$ cat src/rtl/core/aarm_pkg.sv
// Package for the axis-angle rotation matrix block.
// Holds the work-word type, the cell payload structs, the arctangent table
// and the rounding multiply. No dependencies.
package aarm_pkg;

  localparam int WORK_BITS    = 30;
  localparam int SQRT_STEPS   = 32;
  localparam int DIV_STEPS    = 31;
  localparam int CORDIC_STEPS = 30;
  localparam int NSTG         = 1 + SQRT_STEPS + 1 + DIV_STEPS + 5;

  typedef logic signed [33:0] wk_t;

  localparam wk_t CORDIC_GAIN = 34'sd652032874;
  localparam wk_t ONE_Q       = 34'sh040000000;
  localparam wk_t HALF_TURN   = 34'sh080000000;

  localparam logic [31:0] ATAN_TURNS [CORDIC_STEPS] = '{
    32'd536870912, 32'd316933406, 32'd167458907, 32'd85004756, 32'd42667331,
    32'd21354465, 32'd10679838, 32'd5340245, 32'd2670163, 32'd1335087,
    32'd667544, 32'd333772, 32'd166886, 32'd83443, 32'd41722, 32'd20861,
    32'd10430, 32'd5215, 32'd2608, 32'd1304, 32'd652, 32'd326, 32'd163,
    32'd81, 32'd41, 32'd20, 32'd10, 32'd5, 32'd3, 32'd1
  };

  typedef struct packed {
    logic [33:0]        rem;
    logic [31:0]        root;
    logic [31:0]        sum;
    logic [15:0]        phase;
    logic signed [15:0] ax;
    logic signed [15:0] ay;
    logic signed [15:0] az;
  } sqrt_cell_t;

  typedef struct packed {
    logic [2:0][61:0] num;
    logic [2:0][31:0] rem;
    logic [2:0][30:0] quo;
    logic [31:0]      rad;
    logic [2:0]       neg;
    logic             zero;
  } div_cell_t;

  typedef struct packed {
    wk_t  x;
    wk_t  y;
    wk_t  z;
    logic flip;
  } cordic_cell_t;

  // Q30 product rounded half away from zero back to Q30.
  function automatic wk_t mulq(input wk_t a, input wk_t b);
    logic signed [67:0] p;
    logic [67:0]        m;
    p = 68'(a) * 68'(b);
    m = p[67] ? 68'(-p) : 68'(p);
    m = (m + (68'd1 << (WORK_BITS - 1))) >> WORK_BITS;
    return p[67] ? wk_t'(-$signed(m[33:0])) : wk_t'($signed(m[33:0]));
  endfunction

endpackage

$ cat src/rtl/core/aarm_cordic_cell.sv
// One cell of the CORDIC rotator chain: one micro-rotation per cycle while enabled.
// Depends on aarm_pkg.
module aarm_cordic_cell
  import aarm_pkg::*;
#(
  parameter int IDX = 0
) (
  input  logic         clk,
  input  logic         en,
  input  cordic_cell_t din,
  output cordic_cell_t dout
);

  localparam wk_t ATAN = wk_t'({2'b00, ATAN_TURNS[IDX]});

  cordic_cell_t dout_r, dout_nxt;

  always_comb begin
    dout_nxt = din;
    if (!din.z[33]) begin
      dout_nxt.x = din.x - (din.y >>> IDX);
      dout_nxt.y = din.y + (din.x >>> IDX);
      dout_nxt.z = din.z - ATAN;
    end else begin
      dout_nxt.x = din.x + (din.y >>> IDX);
      dout_nxt.y = din.y - (din.x >>> IDX);
      dout_nxt.z = din.z + ATAN;
    end
  end

  always_ff @(posedge clk) begin
    if (en) begin
      dout_r <= dout_nxt;
    end
  end

  assign dout = dout_r;

endmodule

$ cat config.mk
export PLATFORM = sky130hd
export DESIGN_NAME = aarm_cordic_cell
export DESIGN_NICKNAME = d
export VERILOG_FILES = /design/src/rtl/core/aarm_pkg.sv /design/src/rtl/core/aarm_cordic_cell.sv
export SDC_FILE = /design/constraint.sdc
export NUM_CORES = 1
export LEC_CHECK = 0
export BUFFER_PORTS_ARGS = -buffer_cell sky130_fd_sc_hd__buf_2
export CELL_PAD_IN_SITES_DETAIL_PLACEMENT = 1
export CELL_PAD_IN_SITES_GLOBAL_PLACEMENT = 1
export CORE_AREA = 2 2 167 136
export CTS_BUF_LIST = sky130_fd_sc_hd__clkbuf_4 sky130_fd_sc_hd__clkbuf_8
export DETAILED_ROUTE_END_ITERATION = 8
export DIE_AREA = 0 0 169 138
export PLACE_DENSITY_LB_ADDON = 0.25
export SETUP_SLACK_MARGIN = 0.2
export SYNTH_ARGS = -nofsm -noshare
export SYNTH_HDL_FRONTEND = slang
export SYNTH_SLANG_ARGS = --single-unit
$ cat constraint.sdc
create_clock -name clk -period 3.3 [get_ports clk]
set_input_delay 0 -clock clk [delete_from_list [all_inputs] [get_ports clk]]
set_output_delay 0 -clock clk [all_outputs]
set_load 0.02 [all_outputs]
# Word level (Yosys, flattened, before mapping)
# Cells that the tools add are included.
classes:
  mux: 1
  addsub: 5
ops:
  columns: ["op", "count"]
  rows:
  - ["$mux W102", 1]
  - ["$sub A34 B34 Y34", 2]
  - ["$add A34 B31 Y34 const B", 1]
  - ["$add A34 B34 Y34", 1]
  - ["$sub A34 B31 Y34 const B", 1]
word_totals:
  inputBits: 105
  output_inout_bits: 103
  ff_bits: 103

# Depth between registers and ports, before layout
logic_depth:
  ltp_word: 2
  ltp_mapped: 12

# Least setup slack after synthesis
# No wires, ideal clock.
synth_path:
  kind: "input to register"
  from: "in din[52] (netlist bit)"
  to: "reg dout_r (netlist bit dout[67]) (data pin)"
  setup_slack_ns: 0.770
  path_stages: 11
  t_arrival_ns: 2.264
  path_buffers: 0
  required_time_ns: 3.034
  cell_sequence: "inv_1 -> ha_1 -> and2_2 -> nand3_2 -> or2_1 -> or4_4 -> o211a_1 -> a222oi_1 -> a41o_1 -> o211ai_1 -> xnor2_1"
synth_rtl:
  columns: ["item", "line", "source"]
  rows:
  - ["from (decl)", "aarm_cordic_cell.sv:10", "input cordic_cell_t din,"]
  - ["to (signal assigned)", "aarm_cordic_cell.sv:33", "dout_r <= dout_nxt;"]
  - ["to (decl)", "aarm_cordic_cell.sv:16", "cordic_cell_t dout_r, dout_nxt;"]

==> flow_summary.ini <==
[power_and_ir_drop]
combPwrFrac = 0.420
p_sw_mw = 1.79
cellLeakagePower_nw = 4.93
max-vdd-ir-drop_v = 0.000241
pwr_density_cell_nw_per_um2 = 404
netSwitchingFraction = 0.405
power_frac_clock = 0.190
power_frac_seq = 0.390
cellInternalPower_mw = 2.62

[layout]
final_common_cell = buf_2
syn_to_final_growth_pct = 22.0
finish.net_count = 1460
drive_gt1_frac = 0.221
multi_input_area_um2 = 5310
diodes = 0
largest_reg_flops = 102
fillers = 2660
finalInstanceArea_um2 = 10900
regArea_um2 = 3060
layout_common_cells = 206 x buf_2, 125 x a21oi_1, 102 x ha_1, 102 x edfxtp_1, 99 x inv_1

[synth]
synth_area_um2 = 8950
yosysWarnings = 0
synth_edf_count = 102
syn-num-nets = 1223
yosys_register_bits = 102
synth_ff_type = edfxtp_1
synth_cell_type_count = 72
synth_area_leaders = edfxtp_1 34%, ha_1 14%, a21oi_1 7.0%
synth_top_area_frac = 0.342
syn-instance-count = 1012
synth_async_sr_flop_share = 0
avgSynthCellArea_um2 = 8.85
yosysTopAreaCell = edfxtp_1
synth-seq-area-share = 0.342

[routing]
drtPass1Iterations = 5
num_vias = 8719
antenna_left = 0
drt_iter0_drc = 721
vias_per_cell = 5.68
drt-total-wl_mm = 31.9
wl_per_cell_um = 20.8
drc = 0

[cts]
htreeDepth = 3
clk_pin_slew_worst_paths_ns = 0.12
clock-sinks = 102
cts_buffers = 9
cts_tree = done
clock-root-buffer = clkbuf_8
cts_buffer_depth = 2

[placed_design]
dpl_cell_area_um2 = 10400
io_buffer_count = 207
preCtsSetupSlack_ns = -0.0885
gp_congestion = 0.886
dpl.hpwl_mm = 24.6

[sta]
setup_ws_ns = 0.434
rsz0062_at_grt = no
tightestPinTransition_ns = 1.04
max_slew_margin = 0.310
min_period_ns = 2.87
fmax_ghz = 0.349
maxSlewViolCount = 0
post-route-period-util = 0.869
finalHoldViolCount = 0
finalSetupTns_ns = 0
final-setup-viol-count = 0

[grt]
gr-usage-met3 = 0.0398
top_usage_layer = met2
grt_pass1_vias = 8853
track_usage = 0.271
overflow = 0
met1_usage = 0.398
grt_max_degree = 103
use_met2 = 0.428
antenna_found_initial = 1
grt_pass1_wl_mm = 50.0

[worst_setup_path]
crit_fanout = 11
endpoint_kind = flop
path_class = in -> reg
start_kind = input port
cp.arrival_ns = 3.09
crit_required_ns = 3.52

[floorplanning]
rows = 49
io_pins = 208
die_y_um = 138
initial_core_util = 0.408
fp.coreArea_um2 = 21900
die_width_um = 169
dieArea_um2 = 23300

[hold_path]
min_to = dout[34]
min_from = din[33]
hp-class = in -> reg
whs_path_depth = 3

[outcome]
outcome = finished clean

[job]
maxCapViolCount = 0
## power by group through the flow
stage                     logic (mW)  clock network (mW)  registers [mW]
after CTS                       1.83               0.865            1.72
after floorplan                0.877                   0            1.99
after detailed placement        1.79                   0            1.75
after global routing            2.00               0.901            1.74
final                           1.85               0.837            1.72
after global placement          1.77                   0            1.74
## worst max-delay path by stage
stage                       start   endpoint  slack, ns  depth (start not counted)
after floorplan           din[52]   dout[67]       0.77                         11
after global placement    din[45]   dout[99]      -0.07                         11
after detailed placement  din[45]   dout[99]      -0.09                         11
after CTS                 din[45]   dout[99]       0.35                         11
after global routing      din[36]  dout[102]       0.25                         13
final                     din[38]  dout[102]       0.43                         10
## cell usage after synthesis (all sizes together) (10+ instances only)
master / number
nand4: 10
edfxtp: 102
a21o: 20
xnor2: 57
buf: 20
ha: 102
o211ai: 13
mux2i: 15
o31ai: 15
o21ai: 72
o21bai: 22
nor3: 25
nor2: 81
clkbuf: 25
a21oi: 125
nand2b: 11
nand2: 51
inv: 106
## routing by layer
| layer | routed length [µm] | share of wire |
|---|---|---|
| met1 | 15000 | 0.47 |
| met2 | 14300 | 0.45 |
| met3 | 2270 | 0.071 |
| met4 | 398 | 0.012 |
| met5 | 18 | 0.00056 |
## stage by stage
| step | utilization | total power, mW | cells | hold WS (ns) |
|---|---|---|---|---|
| after floorplan | - | 2.86 | 1012 | 0.0989 |
| after global placement | 0.474 | 3.51 | 1486 | 0.177 |
| after detailed placement | 0.474 | 3.54 | 1486 | 0.179 |
| after CTS | 0.497 | 4.42 | 1534 | 0.00289 |
| after global routing | 0.498 | 4.64 | 1534 | 0.0299 |
| final | 0.498 | 4.41 | 1534 | 0.0181 |
## worst max-delay path: stages
cell and delay, ns:
buf_2 0.10, inv_1 0.04, ha_1 0.46, o41ai_2 0.54, a21oi_1 0.24, nor4_2 0.71, o211ai_1 0.31, a21oi_1 0.28
o31ai_1 0.13, a311oi_1 0.27
## cells by family after synthesis
family                     share of synthesized area
AOI/OAI and AO/OA                              0.231
xor gates and xnor gates                      0.0636
adders and majority gates                      0.151
buffers and inverters                         0.0660
DFF                                            0.342
muxes                                         0.0180
and+or+nand+nor                                0.128
## layout make-up
| type | count | area share |
|---|---|---|
| Clock buffer | 9 | 0.0113 |
| Tap cell | 280 | 0.0321 |
| Inverter | 108 | 0.0371 |
| Multi-Input combinational cell | 757 | 0.486 |
| Clock inverter | 7 | 0.00561 |
| Timing Repair Buffer | 271 | 0.148 |
| Sequential cell | 102 | 0.280 |
## what timing repair did
action | CTS | global route
hold buffers | 32 | 0
buffers inserted | 0 | 0
hold endpoints to repair | 32 | 0
gates resized for setup | 0 | 1
setup endpoints to repair | 0 | 2
Note: power is estimated with default switching activity, not from simulation.
