[config.mk]
export PLATFORM = sky130hd
export DESIGN_NAME = aarm_sqrt_cell
export DESIGN_NICKNAME = d
export VERILOG_FILES = /design/src/rtl/core/aarm_pkg.sv /design/src/rtl/core/aarm_sqrt_cell.sv
export SDC_FILE = /design/constraint.sdc
export NUM_CORES = 1
export LEC_CHECK = 0
export BUFFER_PORTS_ARGS = -buffer_cell sky130_fd_sc_hd__buf_4
export CORE_ASPECT_RATIO = 1.75
export CORE_MARGIN = 5
export CORE_UTILIZATION = 53
export CTS_BUF_LIST = sky130_fd_sc_hd__clkbuf_4 sky130_fd_sc_hd__clkbuf_8
export DETAILED_ROUTE_END_ITERATION = 7
export PLACE_DENSITY_LB_ADDON = 0.3
export SLEW_MARGIN = 15
export SYNTH_ARGS = -nofsm -noshare
export SYNTH_HDL_FRONTEND = slang
export SYNTH_SLANG_ARGS = --single-unit
[constraint.sdc]
create_clock -name clk -period 8.8 [get_ports clk]
set_clock_uncertainty 0.05 [all_clocks]
set_input_delay 0.88 -clock clk [delete_from_list [all_inputs] [get_ports clk]]
set_output_delay 0.88 -clock clk [all_outputs]
set_load 0.01 [all_outputs]
[src/rtl/core/aarm_pkg.sv]
// Package for the axis-angle rotation matrix block.
// Holds the work-word type, the cell payload structs, the arctangent table
// and the rounding multiply. No dependencies.
package aarm_pkg;

  localparam int WORK_BITS    = 30;
  localparam int SQRT_STEPS   = 32;
  localparam int DIV_STEPS    = 31;
  localparam int CORDIC_STEPS = 30;
  localparam int NSTG         = 1 + SQRT_STEPS + 1 + DIV_STEPS + 5;

  typedef logic signed [33:0] wk_t;

  localparam wk_t CORDIC_GAIN = 34'sd652032874;
  localparam wk_t ONE_Q       = 34'sh040000000;
  localparam wk_t HALF_TURN   = 34'sh080000000;

  localparam logic [31:0] ATAN_TURNS [CORDIC_STEPS] = '{
    32'd536870912, 32'd316933406, 32'd167458907, 32'd85004756, 32'd42667331,
    32'd21354465, 32'd10679838, 32'd5340245, 32'd2670163, 32'd1335087,
    32'd667544, 32'd333772, 32'd166886, 32'd83443, 32'd41722, 32'd20861,
    32'd10430, 32'd5215, 32'd2608, 32'd1304, 32'd652, 32'd326, 32'd163,
    32'd81, 32'd41, 32'd20, 32'd10, 32'd5, 32'd3, 32'd1
  };

  typedef struct packed {
    logic [33:0]        rem;
    logic [31:0]        root;
    logic [31:0]        sum;
    logic [15:0]        phase;
    logic signed [15:0] ax;
    logic signed [15:0] ay;
    logic signed [15:0] az;
  } sqrt_cell_t;

  typedef struct packed {
    logic [2:0][61:0] num;
    logic [2:0][31:0] rem;
    logic [2:0][30:0] quo;
    logic [31:0]      rad;
    logic [2:0]       neg;
    logic             zero;
  } div_cell_t;

  typedef struct packed {
    wk_t  x;
    wk_t  y;
    wk_t  z;
    logic flip;
  } cordic_cell_t;

  // Q30 product rounded half away from zero back to Q30.
  function automatic wk_t mulq(input wk_t a, input wk_t b);
    logic signed [67:0] p;
    logic [67:0]        m;
    p = 68'(a) * 68'(b);
    m = p[67] ? 68'(-p) : 68'(p);
    m = (m + (68'd1 << (WORK_BITS - 1))) >> WORK_BITS;
    return p[67] ? wk_t'(-$signed(m[33:0])) : wk_t'($signed(m[33:0]));
  endfunction

endpackage

[src/rtl/core/aarm_sqrt_cell.sv]
// One cell of the square root chain: resolves one root bit per cycle while enabled.
// Depends on aarm_pkg.
module aarm_sqrt_cell
  import aarm_pkg::*;
#(
  parameter int IDX = 0
) (
  input  logic       clk,
  input  logic       en,
  input  sqrt_cell_t din,
  output sqrt_cell_t dout
);

  sqrt_cell_t  dout_r, dout_nxt;
  logic [1:0]  pair;
  logic [34:0] rem2;
  logic [34:0] trial;

  generate
    if (IDX < 16) begin : g_hi
      assign pair = din.sum[31 - 2 * IDX -: 2];
    end else begin : g_lo
      assign pair = 2'b00;
    end
  endgenerate

  always_comb begin
    dout_nxt = din;
    rem2     = {din.rem[32:0], pair};
    trial    = {1'b0, din.root, 2'b01};
    if (rem2 >= trial) begin
      dout_nxt.rem  = 34'(rem2 - trial);
      dout_nxt.root = {din.root[30:0], 1'b1};
    end else begin
      dout_nxt.rem  = 34'(rem2);
      dout_nxt.root = {din.root[30:0], 1'b0};
    end
  end

  always_ff @(posedge clk) begin
    if (en) begin
      dout_r <= dout_nxt;
    end
  end

  assign dout = dout_r;

endmodule

### Yosys cells after proc, flatten, opt, wreduce, memory -nomap -nowiden

Cells that the tools add are included.

| word-level totals | value |
|---|---|
| input bits | 164 |
| word-level logic and storage cells | 10 |
| register bits after elaboration | 162 |
| output and inout bits | 162 |

| operators by class | value |
|---|---|
| $add $sub $neg | 1 |
| mux-type cells | 1 |
| $lt $le $gt $ge | 1 |

Operator list:

| operator | count |
|---|---|
| 2-to-1 mux 66 bit | 1 |
| greater-or-equal comparator 35 x 34 -> 1 bit | 1 |
| subtractor 34 bit | 1 |

### Logic depth before layout (Yosys ltp)

| depth | value |
|---|---|
| depth in word-level cells | 2 |
| gate-level depth with buffers | 13 |

### Worst setup path after synthesis

Ideal clock, no wire load.

| timing | value |
|---|---|
| kind | input to register |
| from | input port din[110] in the netlist's numbering |
| to | register dout_r, in the netlist dout[154], data pin |
| stages on the path | 13 |
| path slack | 5.409 ns |
| library setup time | 0.267 ns |
| buffers on the path | 3 |
| data arrival time | 3.074 ns |
| path through | inv_1 > ha_1 > buf_6 > a21o_1 > a21o_1 > a211o_1 > a211o_1 > and2_4 > a31oi_2 > buf_6 > buf_6 > mux2i_1 > nor3_2 |

RTL lines:

| element | RTL line | text |
|---|---|---|
| start: declaration | aarm_sqrt_cell.sv:10 | `input sqrt_cell_t din,` |
| end signal: assignment | aarm_sqrt_cell.sv:42 | `dout_r <= dout_nxt;` |
| end: declaration | aarm_sqrt_cell.sv:14 | `sqrt_cell_t dout_r, dout_nxt;` |

==> summary.md <==
| Metric | Value |
|---|---|
| Run status | `finished, final reports clean` |
| CTS clk-pin slew, worst paths | `0.10 ns` |
| ANT nets after route | `0` |
| Arr. time, crit path | `3.92 ns` |
| Yosys warning total | `0` |
| Final Hold Viols | `0` |
| Avg Vias per Cell | `5.43` |
| Maxcap violations | `0` |
| Core area | `13500 um2` |
| I/O pin total | `326` |
| Sequential share of the synthesized area | `66.7%` |
| Slew Viols, Final | `0` |
| Mapped Area | `7290 um2` |
| Layout Nets | `1070` |
| Leading area contributor after synthesis | `edfxtp_1` |
| Hold buffers post-CTS | `0` |
| Global-route wire length before repair | `34.7 mm` |
| Clock sink count | `162` |
| Via Count | `5765` |
| Initial DRC Count | `472` |
| Placed Cells incl. Taps | `1027` |
| Vert. Die Dim | `165 um` |
| Worst Path Required | `8.95 ns` |
| Post-Synth Simple-Gate Area | `8.15%` |
| Critical Path End Type | `register` |
| DP HPWL | `18.8 mm` |
| Row cnt | `56` |
| Initial antenna violation count | `3` |
| Sequential cell area | `4860 um2` |
| Syn nets | `738` |
| Synth top cells by count | `edfxtp_1, nand2_1, inv_1` |
| FMAX | `0.265 GHz` |
| Largest register FFs | `162` |
| Gp weighted congestion | `0.860` |
| Largest net degree at the start of global routing | `101` |
| VDD IR max | `118 uV` |
| Top cell type's share of synthesized area | `66.7%` |
| Final setup viols | `0` |
| Die W | `98.7 um` |
| Seq cells post-synth | `162` |
| CTS tree | `yes` |
| Slew HR | `40.5%` |
| Drt wl/cell | `22.6 um` |
| Mapped Cells | `540` |
| WL final | `24.0 mm` |
| Fin crit share | `42.8%` |
| Crit path top cell by count | `buf_4` |
| Number of remaining DRC errors | `0` |
| Gr usage total | `28.8%` |
| Cell with the most instances after synthesis | `edfxtp_1` |
| Leakage | `0.00443 uW` |
| Total grt overflow | `0` |
| Fin util | `76.2%` |
| Synth Area in XOR/XNOR | `2.64%` |
| Tmin final | `3.77 ns` |
| Fillers | `870` |
| PwrDens | `184 nW/um2` |
| Mean Syn Cell Area | `13.5 um2` |
| CTS buffer count | `17` |
| CP max stage delay | `0.50 ns` |
| Synth Area in Adders | `5.83%` |
| PortBufs | `324` |
| Type of origin of the critical path | `input port` |
| RSZ-0062 raised after global routing | `false` |
| Htree depth | `4` |
| Synthesis-to-finish area growth | `40.5%` |
| Overall Power | `1890 uW` |
| Post-synth EDFFs | `162` |
| Worst-margin pin slew | `0.893 ns` |
| DR pass1 iterations | `5` |
| Complex-gate fraction of the synthesized area | `12.5%` |
| Synth cell types | `61` |
| Layout cells sized above 1 | `41.8%` |
| Crit-path max FO | `65` |
| Die area | `16300 um2` |
| CTS Buffer Depth | `2` |
| Ys async rst share | `0%` |
| Worst-path cell chain | `buf_4 > inv_1 > ha_1 > o21a_1 > o21ai_0 > a31oi_1 > a211o_1 > and2_4 > a31oi_4 > buf_4 > inv_2 > mux2_4` |
| Vias in the first global route | `5940` |
| Multiplexer share of the synthesized area | `0.772%` |
| Min-Delay Path Class | `in -> reg` |
| Root Buffer | `clkbuf_8` |
| Setup TNS | `0 ns` |
| Area of the multi-input gates | `2190 um2` |
| Setup bufs post-CTS | `0` |
| Top_reg_cell synth | `edfxtp_1` |
| Critical path class | `in -> reg` |
| Final Non-Filler Cells | `1061` |
| Initial Util | `54.2%` |
| Post-cts gate resize count | `0` |
| Main combinational cell family by area after synthesis | `compound AO/OA/AOI/OAI gates` |
| Area contributors post-synth | `edfxtp_1, ha_1, o21ai_0, a21oi_1, nand2_1` |
| Slowest stage cell, crit path | `buf_4` |
[final cells by class]
type                    instances  area share [%]
flip-flops and latches        162            47.5
multi-input cells             321            21.4
diodes                          2          0.0488
clock inverters                13            1.03
inverters                      44            1.61
clock buffers                  19            2.43
repair buffers                326            23.9
well taps                     174            2.12
[where the power goes]
| group | internal [uW] | leakage (uW) | total (uW) | switching (uW) |
|---|---|---|---|---|
| combinational | 205 | 0.00267 | 429 | 224 |
| sequential | 937 | 0.00158 | 961 | 23.6 |
| clock | 207 | 0.000171 | 498 | 291 |
| total | 1350 | 0.00443 | 1890 | 539 |
[logic make-up after synthesis]
kind of cell,Yosys count
compound gates,141
xor+xnor,22
fa+ha+maj,34
buf+inv,57
flops,162
mux,5
simple gates,119
[metal layers]
layer	up-vias	global-route usage, %	part of all wire [%]
met2	318	54.7	55
met3	42	11.8	11
met5	-	0	0.054
met4	2	9.82	2.9
li1	2689	-	-
met1	2714	27.8	31
[critical path, delay by kind of cell]
kind	cells	cell delay [ns]
fa+ha+maj	1	0.34
buf+inv	4	0.78
simple gates	1	0.21
mux	1	0.32
compound gates	5	1.31
[stage by stage]
stage	hold WS [ns]	cell area (um2)	worst slack (ns)
floorplan	0.929	7290	5.41
finish	0.563	10200	5.03
global route	0.531	10200	4.87
CTS	0.531	10200	5.06
global placement	1.01	9890	4.66
detailed placement	1.01	9890	4.58
[worst paths after layout]
path / cells after the start / slack [ns] / start / end
min: 1 / 0.56 / din[90] / dout[90]$_DFFE_PP_
max: 12 / 5.03 / din[96] / dout[153]$_DFFE_PP_
[cells in the final DEF (no fill, tap or decap), types with 3 or more instances in the layout]
| cell type | count |
|---|---|
| buf_4 | 325 |
| o21a_1 | 8 |
| a21o_1 | 11 |
| inv_1 | 43 |
| a211o_1 | 3 |
| o21ai_0 | 42 |
| nor3_1 | 8 |
| clkbuf_8 | 17 |
| or4_1 | 3 |
| o31a_1 | 3 |
| mux2i_1 | 3 |
| a21oi_1 | 36 |
| clkinvlp_4 | 4 |
| xnor2_1 | 16 |
| o31ai_1 | 5 |
| a31oi_1 | 6 |
| ha_1 | 34 |
| nand2_1 | 47 |
| o21bai_1 | 4 |
| nor2_1 | 20 |
| nor2b_1 | 5 |
| edfxtp_1 | 162 |
| inv_6 | 3 |
| and3_1 | 3 |
| nand3_1 | 10 |
| and2_1 | 3 |
| nand2b_1 | 5 |
| xor2_1 | 6 |
| nand4_1 | 4 |
Power figures use the tool's default switching activity.
