`config.mk`:
```
export PLATFORM = sky130hd
export DESIGN_NAME = aarm_div_cell
export DESIGN_NICKNAME = d
export VERILOG_FILES = /design/src/rtl/core/aarm_pkg.sv /design/src/rtl/core/aarm_div_cell.sv
export SDC_FILE = /design/constraint.sdc
export NUM_CORES = 1
export LEC_CHECK = 0
export BUFFER_PORTS_ARGS = -buffer_cell sky130_fd_sc_hd__buf_2
export CAP_MARGIN = 20
export CORE_AREA = 5 5 314 316
export CTS_CLUSTER_DIAMETER = 50
export CTS_CLUSTER_SIZE = 30
export DETAILED_ROUTE_END_ITERATION = 8
export DIE_AREA = 0 0 319 321
export SYNTH_ARGS = -nofsm -noshare
export SYNTH_HDL_FRONTEND = slang
export SYNTH_SLANG_ARGS = --single-unit
```
`constraint.sdc`:
```
create_clock -name clk -period 7.35 [get_ports clk]
set_input_delay 0.3675 -clock clk [delete_from_list [all_inputs] [get_ports clk]]
set_output_delay 0.3675 -clock clk [all_outputs]
set_load 0.03 [all_outputs]
```
`src/rtl/core/aarm_pkg.sv`:
```
// Package for the axis-angle rotation matrix block.
// Holds the work-word type, the cell payload structs, the arctangent table
// and the rounding multiply. No dependencies.
package aarm_pkg;

  localparam int WORK_BITS    = 30;
  localparam int SQRT_STEPS   = 32;
  localparam int DIV_STEPS    = 31;
  localparam int CORDIC_STEPS = 30;
  localparam int NSTG         = 1 + SQRT_STEPS + 1 + DIV_STEPS + 5;

  typedef logic signed [33:0] wk_t;

  localparam wk_t CORDIC_GAIN = 34'sd652032874;
  localparam wk_t ONE_Q       = 34'sh040000000;
  localparam wk_t HALF_TURN   = 34'sh080000000;

  localparam logic [31:0] ATAN_TURNS [CORDIC_STEPS] = '{
    32'd536870912, 32'd316933406, 32'd167458907, 32'd85004756, 32'd42667331,
    32'd21354465, 32'd10679838, 32'd5340245, 32'd2670163, 32'd1335087,
    32'd667544, 32'd333772, 32'd166886, 32'd83443, 32'd41722, 32'd20861,
    32'd10430, 32'd5215, 32'd2608, 32'd1304, 32'd652, 32'd326, 32'd163,
    32'd81, 32'd41, 32'd20, 32'd10, 32'd5, 32'd3, 32'd1
  };

  typedef struct packed {
    logic [33:0]        rem;
    logic [31:0]        root;
    logic [31:0]        sum;
    logic [15:0]        phase;
    logic signed [15:0] ax;
    logic signed [15:0] ay;
    logic signed [15:0] az;
  } sqrt_cell_t;

  typedef struct packed {
    logic [2:0][61:0] num;
    logic [2:0][31:0] rem;
    logic [2:0][30:0] quo;
    logic [31:0]      rad;
    logic [2:0]       neg;
    logic             zero;
  } div_cell_t;

  typedef struct packed {
    wk_t  x;
    wk_t  y;
    wk_t  z;
    logic flip;
  } cordic_cell_t;

  // Q30 product rounded half away from zero back to Q30.
  function automatic wk_t mulq(input wk_t a, input wk_t b);
    logic signed [67:0] p;
    logic [67:0]        m;
    p = 68'(a) * 68'(b);
    m = p[67] ? 68'(-p) : 68'(p);
    m = (m + (68'd1 << (WORK_BITS - 1))) >> WORK_BITS;
    return p[67] ? wk_t'(-$signed(m[33:0])) : wk_t'($signed(m[33:0]));
  endfunction

endpackage

```
`src/rtl/core/aarm_div_cell.sv`:
```
// One cell of the normalizing divider chain: one quotient bit per cycle
// for each of the three axis components while enabled. Depends on aarm_pkg.
module aarm_div_cell
  import aarm_pkg::*;
#(
  parameter int IDX = 0
) (
  input  logic      clk,
  input  logic      en,
  input  div_cell_t din,
  output div_cell_t dout
);

  div_cell_t   dout_r, dout_nxt;
  logic [32:0] rem2;

  always_comb begin
    dout_nxt = din;
    rem2     = '0;
    for (int k = 0; k < 3; k++) begin
      rem2 = {din.rem[k], din.num[k][DIV_STEPS - 1 - IDX]};
      if (rem2 >= {1'b0, din.rad}) begin
        dout_nxt.rem[k] = 32'(rem2 - {1'b0, din.rad});
        dout_nxt.quo[k] = {din.quo[k][29:0], 1'b1};
      end else begin
        dout_nxt.rem[k] = rem2[31:0];
        dout_nxt.quo[k] = {din.quo[k][29:0], 1'b0};
      end
    end
  end

  always_ff @(posedge clk) begin
    if (en) begin
      dout_r <= dout_nxt;
    end
  end

  assign dout = dout_r;

endmodule

```
-- Yosys cells after proc, flatten, opt, wreduce, memory -nomap -nowiden
Index checks and enable logic that the tools add are counted.
- output and inout bits: 411
- logic and storage cells: 24
- register bits after elaboration: 411
- magnitude comparators: 3
- $add $sub $neg: 3
- multiplexer cells: 6
- operators with widths (operator ; number):
    >= comparator 33 x 32 -> 1 bit ; 3
    two-way mux 32 bit ; 3
    subtractor 32 bit ; 3
    two-way mux 1 bit ; 3

-- Longest topological paths before layout
Gate-level depths: netlist of run 1.
- depth in word-level cells: 2
- gate-level depth with buffers: 14
- gate-level depth less buffers: 12

-- Worst setup path after synthesis of run 1
OpenSTA, ideal clock, no wires.
- kind: in2reg
- start point: input din[255] (netlist name)
- end point: register dout_r, in the netlist dout[157] (data pin)
- path slack: 4.365 ns
- stages on the path: 12
- data arrival time: 2.723 ns
- required time: 7.088 ns
- path buffers: 0
- library setup time: 0.262 ns
- cell sequence: inv_1 ha_1 fa_1 nand2b_1 a21oi_1 o211ai_1 a21oi_1 a31oi_1 o31ai_1 a31oi_1 xnor2_1 mux2_1
- RTL lines (item ; line ; source):
    from (decl) ; aarm_div_cell.sv:10 ; input div_cell_t din,
    to (signal assigned) ; aarm_div_cell.sv:34 ; dout_r <= dout_nxt;
    to (decl) ; aarm_div_cell.sv:14 ; div_cell_t dout_r, dout_nxt;

==> reports/results.txt, run 1 <==
CP Buf/Inv Count: 4
depth of the CTS H-tree: 3
worst-margin pin slew: 1.02 ns
ANT nets after route: 0
height of the die: 321 µm
max cap viols: 0
simple-gate share of the synthesized area: 7.40%
leakage power: 12.7 nW
worst-path cell chain: dlygate4sd3_1 > buf_2 > inv_1 > ha_1 > a21oi_1 > o21ai_0 > a221oi_1 > o21ai_0 > a31oi_2 > o21ai_2 > a21oi_4 > buf_4 > mux2_2
min cycle time layout: 4.06 ns
Setup Viol. Count Final: 0
buffers added on ports: 820
post-synthesis mux area share: 0.898%
clk root buf: clkbuf_16
DP Area: 24200 µm²
worst hold path class: input pin to flip-flop
Critical Path End Type: flip-flop
crit-path most repeated cell: o21ai_0
Post-Syn Instances: 1379
first-pass GRT wire length: 145 mm
Synth Area in Adders: 6.75%
worst hold slack: 0.0612 ns
GPL Wtd Cong: 0.884
Net Count, Synth: 1891
final wirelength: 110 mm
Fmax: 246 MHz
worst setup path class: input pin to flip-flop
vias in the first global route: 17000
Total Die Area: 102000 µm²
largest family of logic cells by synthesized area: compound AO/OA/AOI/OAI gates
most frequent cells in the layout: buf_2, edfxtp_1, dlygate4sd3_1
WL/cell: 28.1 µm
Slew Limit Headroom: 32.2%
# nets final: 3075
Mapped Area: 18700 µm²
Final Max Tran Viols: 0
Die Wd: 319 µm
clk slew on worst S/H paths: 0.05 ns
Initial Utilization: 19.5%
CP required: 7.72 ns
CTS Buf Count: 75
Synth Area in XOR/XNOR: 3.80%
CP max stage delay: 0.60 ns
period utilization: 55.3%
clock sink count: 411
commonest non-fill, non-tap cell in the layout: buf_2
top_reg_cell synth: edfxtp_1
post-synthesis compound-gate area fraction: 12.6%
Ys Warns: 0
final worst slack: 3.29 ns
Tot Pwr: 8.36 mW
mean area per synthesized cell: 13.5 µm²
pin count of the biggest net entering global routing: 130
Filler cells: 9754
grt ovf: 0
library cells used by synthesis: 74
FF+latch count, synth: 411
DP Worst Slack: 3.25 ns
Vias: 16700
Hold Vio Cnt, Final: 0
initial antenna violation count: 68
I/O Pins: 824
Core Region: 95700 µm²
max FFs per register: 411
DPL Wire Length: 91.8 mm
FFs w/ async S/R, synth: 0%
CP arrival: 4.43 ns
clk buf depth: 3
gr usage total: 20.7%
DR vias/cell: 4.24
Post-CTS Setup Repair Bufs: 0
number of synthesized flops with an enable pin: 411
CP delay by family, top: compound AO/OA/AOI/OAI gates
DRC Markers: 0
share of post-route cells with drive strength above 1: 37.5%
Area growth, synth to finish: 61.4%
VDD IR max: 0.137 mV
pwr/cell area: 277 nW/µm²
CTS tree: done
post-route cell area: 30100 µm²
crit path max fanout: 48
Starting DRT DRC Count: 1145
status: complete, no violations
unrepaired setup endpoints after global routing: false
final setup TNS: 0 ns
startpoint types: input pin
critical path's slowest cell: dlygate4sd3_1
Site Rows: 114
sequential area share after synthesis: 66.1%
length of the first detailed-routing pass in iterations: 5
power breakdown:
group / internal [mW] / switching (mW) / leakage (nW) / total (mW)
Combinational: 0.594 / 1.26 / 7.43 / 1.86
Clock: 2.19 / 1.38 / 1.25 / 3.57
Sequential: 2.87 / 0.0642 / 4.02 / 2.93
Total: 5.65 / 2.71 / 12.7 / 8.36
through the flow:
| step | instances | utilization [%] |
|---|---|---|
| floorplan | 1379 | - |
| global placement | 3437 | 25.3 |
| detailed placement | 3437 | 25.3 |
| CTS | 3898 | 31.4 |
| global route | 3914 | 31.4 |
| finish | 3934 | 31.5 |
synth_stat cells, drive strengths merged (5+ instances only):
cell	number	area share (%)
edfxtp	411	66
nand2	127	2.6
a21oi	106	2.9
o21ai	105	2.9
ha	96	6.4
nor2	66	1.3
inv	61	1.2
xnor2	49	2.3
a21o	35	1.4
xor2	32	1.5
clkbuf	26	0.53
nand3	25	0.67
a31oi	22	0.93
nand4	21	0.74
buf	19	0.70
o21bai	17	0.74
mux2	14	0.84
nor3	14	0.38
o21a	14	0.56
and3	13	0.44
o211ai	13	0.55
nor2b	11	0.37
nand2b	10	0.34
a211oi	7	0.28
o31ai	6	0.31
and2	5	0.17
logic make-up (layout without fill, tap and decap cells):
| group | after synthesis | after routing |
|---|---|---|
| muxes | 15 | 15 |
| adders and majority gates | 99 | 99 |
| buffers and inverters | 106 | 1349 |
| DFF | 411 | 411 |
| AOI/OAI and AO/OA | 364 | 364 |
| other | 0 | 36 |
| xor gates and xnor gates | 81 | 81 |
| and+or+nand+nor | 303 | 303 |
worst paths after layout:
path | cells past startpoint | startpoint | end | slack (ns)
setup / recovery | 13 | din[14] | dout[177] | 3.29
hold / removal | 3 | din[175] | dout[176] | 0.06
layout make-up:
cell class	instances	area [µm²]	share of cell area, %
sequential	411	12300	40.9
timing repair buffer	1152	7430	24.7
multi-input combinational	862	5880	19.5
clock buffer	79	1910	6.35
tap	1276	1600	5.30
clock inverter	57	656	2.18
inverter	61	229	0.760
antenna	36	90.1	0.299
routing by layer:
metal / share of wire [%] / vias up / global-route usage (%)
li1: - / 7679 / -
met1: 35 / 8031 / 21.3
met2: 47 / 759 / 34.5
met3: 13 / 191 / 11.8
met4: 5.0 / 28 / 9.04
met5: 0.15 / - / 0
repair_timing:
item                      4_1_cts  5_1_grt
hold endpoints to repair      326        0
hold buffers                  325        0
resized for setup               0        0
(Power assumes the default switching activity.)
==> run 2, diff against run 1 <==
--- a/config.mk
+++ b/config.mk
@@ -5,13 +5,14 @@
 export SDC_FILE = /design/constraint.sdc
 export NUM_CORES = 1
 export LEC_CHECK = 0
+export ABC_AREA = 1
 export BUFFER_PORTS_ARGS = -buffer_cell sky130_fd_sc_hd__buf_2
 export CAP_MARGIN = 20
-export CORE_AREA = 5 5 314 316
+export CORE_AREA = 5 5 318 320
 export CTS_CLUSTER_DIAMETER = 50
 export CTS_CLUSTER_SIZE = 30
 export DETAILED_ROUTE_END_ITERATION = 8
-export DIE_AREA = 0 0 319 321
+export DIE_AREA = 0 0 323 325
 export SYNTH_ARGS = -nofsm -noshare
 export SYNTH_HDL_FRONTEND = slang
 export SYNTH_SLANG_ARGS = --single-unit
==> constraint.sdc (replaced) <==
create_clock -name clk -period 3.8 [get_ports clk]
set_input_delay 0.19 -clock clk [delete_from_list [all_inputs] [get_ports clk]]
set_output_delay 0.19 -clock clk [all_outputs]
set_load 0.03 [all_outputs]
==> run 2 against run 1 <==
  * Global-route usage is 1.3 points higher
  * Cell area rose by 12%
  * Largest power group unchanged
  * Critical path depth grew 3
  * Wire length grew 9.5%
  * Die area increased by 2.5%
  * Critical path type unchanged
  * Cell count rose by 27%
  * Largest cell class unchanged
  * Flip-flop and latch count stayed put
  * First-iteration DRC count up 16%
==> reports/results.txt, run 2 <==
length of the first detailed-routing pass in iterations: 6
ANT nets after route: 0
worst-margin pin slew: 0.738 ns
vias in the first global route: 21300
Site Rows: 115
max cap viols: 0
Starting DRT DRC Count: 1328
top_reg_cell synth: edfxtp_1
Post-Syn Instances: 2351
Core Region: 97800 µm²
top cells by area, synth: edfxtp_1, nand2_1, inv_1, ha_1, nand3_1
min cycle time layout: 2.78 ns
placed instance count: 4438
DP Area: 27200 µm²
FF+latch count, synth: 411
CP required: 4.16 ns
hold path endpoint: dout[135]
FFs w/ async S/R, synth: 0%
Fmax: 360 MHz
Vias: 21100
library cells used by synthesis: 32
leakage power: 16.6 nW
Total Die Area: 105000 µm²
pwr/cell area: 477 nW/µm²
DPL Wire Length: 100 mm
height of the die: 325 µm
Initial Utilization: 22.1%
Hold Vio Cnt, Final: 0
DRC Markers: 0
post-route cell area: 33700 µm²
Post-CTS Setup Repair Bufs: 0
Final Max Tran Viols: 0
post-synth top area share: 57.1%
Post-CTS Resized: 0
buffers added on ports: 820
Ys Warns: 0
Final Util: 34.5%
DR vias/cell: 4.22
hold depth: 1
Hold Path Origin: en
crit path max fanout: 33
CTS tree: done
startpoint types: input pin
share of post-route cells with drive strength above 1: 27.4%
internal power: 10.6 mW
WL/cell: 24.2 µm
Die Wd: 323 µm
clk slew on worst S/H paths: 0.04 ns
clk buf depth: 3
Post-Layout Cell Count: 4996
switching power: 5.53 mW
status: complete, no violations
first-pass GRT wire length: 161 mm
final worst slack: 1.02 ns
Critical Path End Type: flip-flop
GPL Wtd Cong: 0.958
Slew Limit Headroom: 50.8%
DP Worst Slack: 0.968 ns
initial antenna violation count: 45
sequential area share after synthesis: 57.1%
# nets final: 4140
worst setup path class: input pin to flip-flop
number of synthesized flops with an enable pin: 411
VDD IR max: 0.308 mV
depth of the CTS H-tree: 3
max FFs per register: 411
Tot Pwr: 16.1 mW
Net Count, Synth: 2863
Commonest cells post-synth: nand2_1, edfxtp_1, inv_1, nand3_1, nor2_1
power share of the clock group: 40.5%
Synth area leader: edfxtp_1
final setup TNS: 0 ns
clock sink count: 411
Mapped Area: 21600 µm²
sw frac: 34.4%
clk root buf: clkbuf_16
pin count of the biggest net entering global routing: 88
Logic pwr share: 24.3%
grt ovf: 0
most common cell in the netlist: nand2_1
Setup Viol. Count Final: 0
CP arrival: 3.14 ns
worst hold slack: 0.104 ns
Area growth, synth to finish: 56.2%
final wirelength: 121 mm
gr usage total: 22.0%
period utilization: 73.1%
commonest non-fill, non-tap cell in the layout: nand2_1
CTS Buf Count: 70
most frequent cells in the layout: nand2_1, buf_2, edfxtp_1
unrepaired setup endpoints after global routing: false
Reg power frac: 35.2%
mean area per synthesized cell: 9.19 µm²
worst hold path class: input pin to flip-flop
I/O Pins: 824
## run 2: cell types whose count changed after synthesis, sizes merged, moves of 35 or more
cell	delta
a21o	-35
a21oi	-45
inv	+351
nand2	+780
nand3	+163
nor2	+63
o21ai	-102
xnor2	-46
## run 2: worst max-delay path by stage
stage | from | to | slack (ns) | cells past startpoint
floorplan | din[8] | dout[147] | 1.95 | 14
global placement | din[25] | dout[132] | 0.99 | 13
detailed placement | din[25] | dout[147] | 0.97 | 13
CTS | din[25] | dout[132] | 1.04 | 14
global route | din[27] | dout[131] | 0.87 | 14
finish | din[16] | dout[207] | 1.02 | 16
## run 2: logic make-up after synthesis
kind of cell | after synthesis | synth area share, %
buffers and inverters | 441 | 8.20
AO/OA/AOI/OAI | 69 | 1.66
adder cells (fa/ha/maj) | 99 | 5.84
AND/OR/NAND/NOR | 1289 | 25.5
XOR/XNOR | 42 | 1.70
flip-flops | 411 | 57.1
## run 2: cell type report
cell class                 count  area [µm²]
antenna                       24        60.1
clock buffer                  76        1820
clock inverter                53         599
fill                       10200       64100
inverter                     412        1550
multi-input combinational   1499        7490
sequential                   411       12300
tap                         1287        1610
timing repair buffer        1234        8290
## run 2: power by group through the flow
stage	registers, mW	clock network, mW	logic, mW
final	5.66	6.52	3.91
after floorplan	6.62	0	1.16
after global placement	5.74	0	3.54
after CTS	5.66	6.69	3.96
after global routing	5.69	6.90	4.19
after detailed placement	5.74	0	3.56
## run 2: per-layer routing
metal	vias to the layer above	GRT usage [%]	share of wire [%]
met1	9945	23.6	37
met5	-	0	0.12
met3	188	7.69	8.4
li1	10100	-	-
met2	798	39.4	50
met4	22	8.82	4.7
## run 2: worst max-delay path: stages
cell	delay (ns)
dlygate4sd3_1	0.61
buf_2	0.16
inv_1	0.26
ha_1	0.34
nand2_1	0.15
inv_1	0.05
nand2_1	0.06
nand2_1	0.09
nand2_1	0.07
nand2_1	0.07
inv_1	0.12
nand2_4	0.07
nand2_4	0.32
nand2_4	0.34
nand2_1	0.15
nand2_1	0.08
## run 2: what timing repair did
action	CTS	global route
endpoints found under the setup margin	0	0
hold buffers	405	0
endpoints found under the hold margin	408	0
==> run 3, diff against run 2 <==
==> constraint.sdc (replaced) <==
create_clock -name clk -period 2.7 [get_ports clk]
set_input_delay 0.135 -clock clk [delete_from_list [all_inputs] [get_ports clk]]
set_output_delay 0.135 -clock clk [all_outputs]
set_load 0.03 [all_outputs]
==> run 3 against run 2 <==
  * Count of clock-buffer cells in the layout decreased by 2
  * Worst setup slack got worse by 0.83 ns
  * Wire length is 1.6% higher
  * Via count increased by 2.4%
  * Utilization rose by 0.80 points
  * Non-clock buffer count rose by 82
  * Largest power group unchanged
==> reports/results.txt, run 3 (same netlist as run 2, synthesis figures left out) <==
commonest non-fill, non-tap cell in the layout: nand2_1
pin count of the biggest net entering global routing: 50
gr usage total: 22.5%
pwr/cell area: 661 nW/µm²
clk slew on worst S/H paths: 0.09 ns
GRT met1 Usage: 24.2%
leakage power: 17.0 nW
Fmax: 398 MHz
Final Max Tran Viols: 0
share of post-route cells with drive strength above 1: 28.9%
ANT nets after route: 0
grt ovf: 0
Reg power frac: 35.0%
CP arrival: 2.87 ns
GRT busiest layer: met2
max FFs per register: 411
CTS tree: done
I/O Pins: 824
power share of the clock group: 40.2%
DPL Wire Length: 102 mm
Initial Utilization: 22.1%
status: complete, no violations
clk root buf: clkbuf_16
period utilization: 93.1%
Logic pwr share: 24.8%
sw frac: 33.5%
hold depth: 2
CP required: 3.06 ns
Area growth, synth to finish: 59.8%
Core Region: 97800 µm²
worst-margin pin slew: 0.470 ns
final setup TNS: 0 ns
length of the first detailed-routing pass in iterations: 5
initial antenna violation count: 55
Site Rows: 115
# nets final: 4220
most frequent cells in the layout: nand2_1, buf_2, edfxtp_1
clock sink count: 411
Total Die Area: 105000 µm²
WL/cell: 24.2 µm
worst hold slack: 0.202 ns
worst hold path class: input pin to flip-flop
crit path from: din[30]
GPL Wtd Cong: 0.970
GR Util met3: 7.36%
CTS Buf Count: 68
Slew Limit Headroom: 68.7%
height of the die: 325 µm
startpoint types: input pin
met2 GRT Util: 39.8%
Hold Vio Cnt, Final: 0
DR vias/cell: 4.25
min cycle time layout: 2.51 ns
worst setup path class: input pin to flip-flop
first-pass GRT wire length: 166 mm
Starting DRT DRC Count: 1602
Setup Viol. Count Final: 0
depth of the CTS H-tree: 3
buffers added on ports: 820
VDD IR max: 0.442 mV
clk buf depth: 3
vias in the first global route: 21900
DRC Markers: 0
Post-CTS Resized: 0
Die Wd: 323 µm
max cap viols: 0
crit path to: dout[191]
Critical Path End Type: flip-flop
switching power: 7.64 mW
final wirelength: 123 mm
unrepaired setup endpoints after global routing: false
Vias: 21600
internal power: 15.2 mW
crit path max fanout: 35
[run 3: cell count changes in the layout (fill, tap and decap cells not counted), moves of 3 or more]
cell,previous run,this run
bufinv_16,3,6
clkinv_1,3,8
diode_2,24,29
buf_12,4,16
buf_4,5,74
clkinvlp_4,5,8
clkinv_4,7,2
[run 3: cell type report]
type | instances | area [µm²]
Fill cell | 10200 | 63300
Tap cell | 1287 | 1610
Multi-Input combinational cell | 1499 | 7490
Inverter | 412 | 1550
Clock buffer | 74 | 1810
Antenna cell | 29 | 72.6
Sequential cell | 411 | 12300
Timing Repair Buffer | 1316 | 9050
Clock inverter | 52 | 606
[run 3: worst max-delay path: stages]
cell and delay (ns):
dlygate4sd3_1 0.53, buf_2 0.13, inv_1 0.12, buf_4 0.17
ha_1 0.38, a21oi_1 0.34, o21ai_0 0.16, a21oi_1 0.16
nand2_1 0.10, nor2_4 0.17, nand2_8 0.21, nand3_1 0.18
nand2_1 0.07
[run 3: per-layer routing]
| layer | up-vias | wire length, µm | part of all wire [%] |
|---|---|---|---|
| met5 | - | 205 | 0.17 |
| met4 | 30 | 6240 | 5.1 |
| met3 | 196 | 11000 | 9.0 |
| met2 | 790 | 60400 | 49 |
| met1 | 10200 | 45000 | 37 |
| li1 | 10300 | - | - |
[run 3: worst min path at each step]
| stage | slack [ns] | endpoint | from |
|---|---|---|---|
| floorplan | 0.23 | dout[0] | din[0] |
| global placement | 0.31 | dout[334] | din[334] |
| detailed placement | 0.31 | dout[264] | din[264] |
| CTS | 0.15 | dout[3] | din[3] |
| global route | 0.19 | dout[288] | din[288] |
| finish | 0.20 | dout[3] | din[3] |
[run 3: timing repair]
item | in CTS | in global routing
hold endpoints to repair | 448 | 0
hold buffers | 406 | 0
endpoints found under the setup margin | 0 | 27
setup buffers | 0 | 5
[run 3: power groups by stage]
stage	combinational [mW]	clock, mW	sequential [mW]
6_report	5.67	9.19	7.98
5_1_grt	6.09	9.69	8.02
4_1_cts	5.72	9.41	7.98
3_5_place_dp	5.15	0	8.09
3_3_place_gp	5.13	0	8.10
2_1_floorplan	1.63	0	9.31
[run 3: through the flow]
| stage | instances | worst slack (ns) | total power [mW] | instance area (µm²) | utilization (%) |
|---|---|---|---|---|---|
| 6_report | 5080 | 0.185 | 22.8 | 34500 | 35.3 |
| 3_5_place_dp | 4514 | 0.0397 | 13.2 | 27900 | 28.6 |
| 2_1_floorplan | 2351 | 0.902 | 10.9 | 21600 | - |
| 3_3_place_gp | 4514 | 0.0669 | 13.2 | 27900 | 28.6 |
| 5_1_grt | 5068 | 0.0186 | 23.8 | 34500 | 35.3 |
| 4_1_cts | 5046 | 0.141 | 23.1 | 34400 | 35.2 |
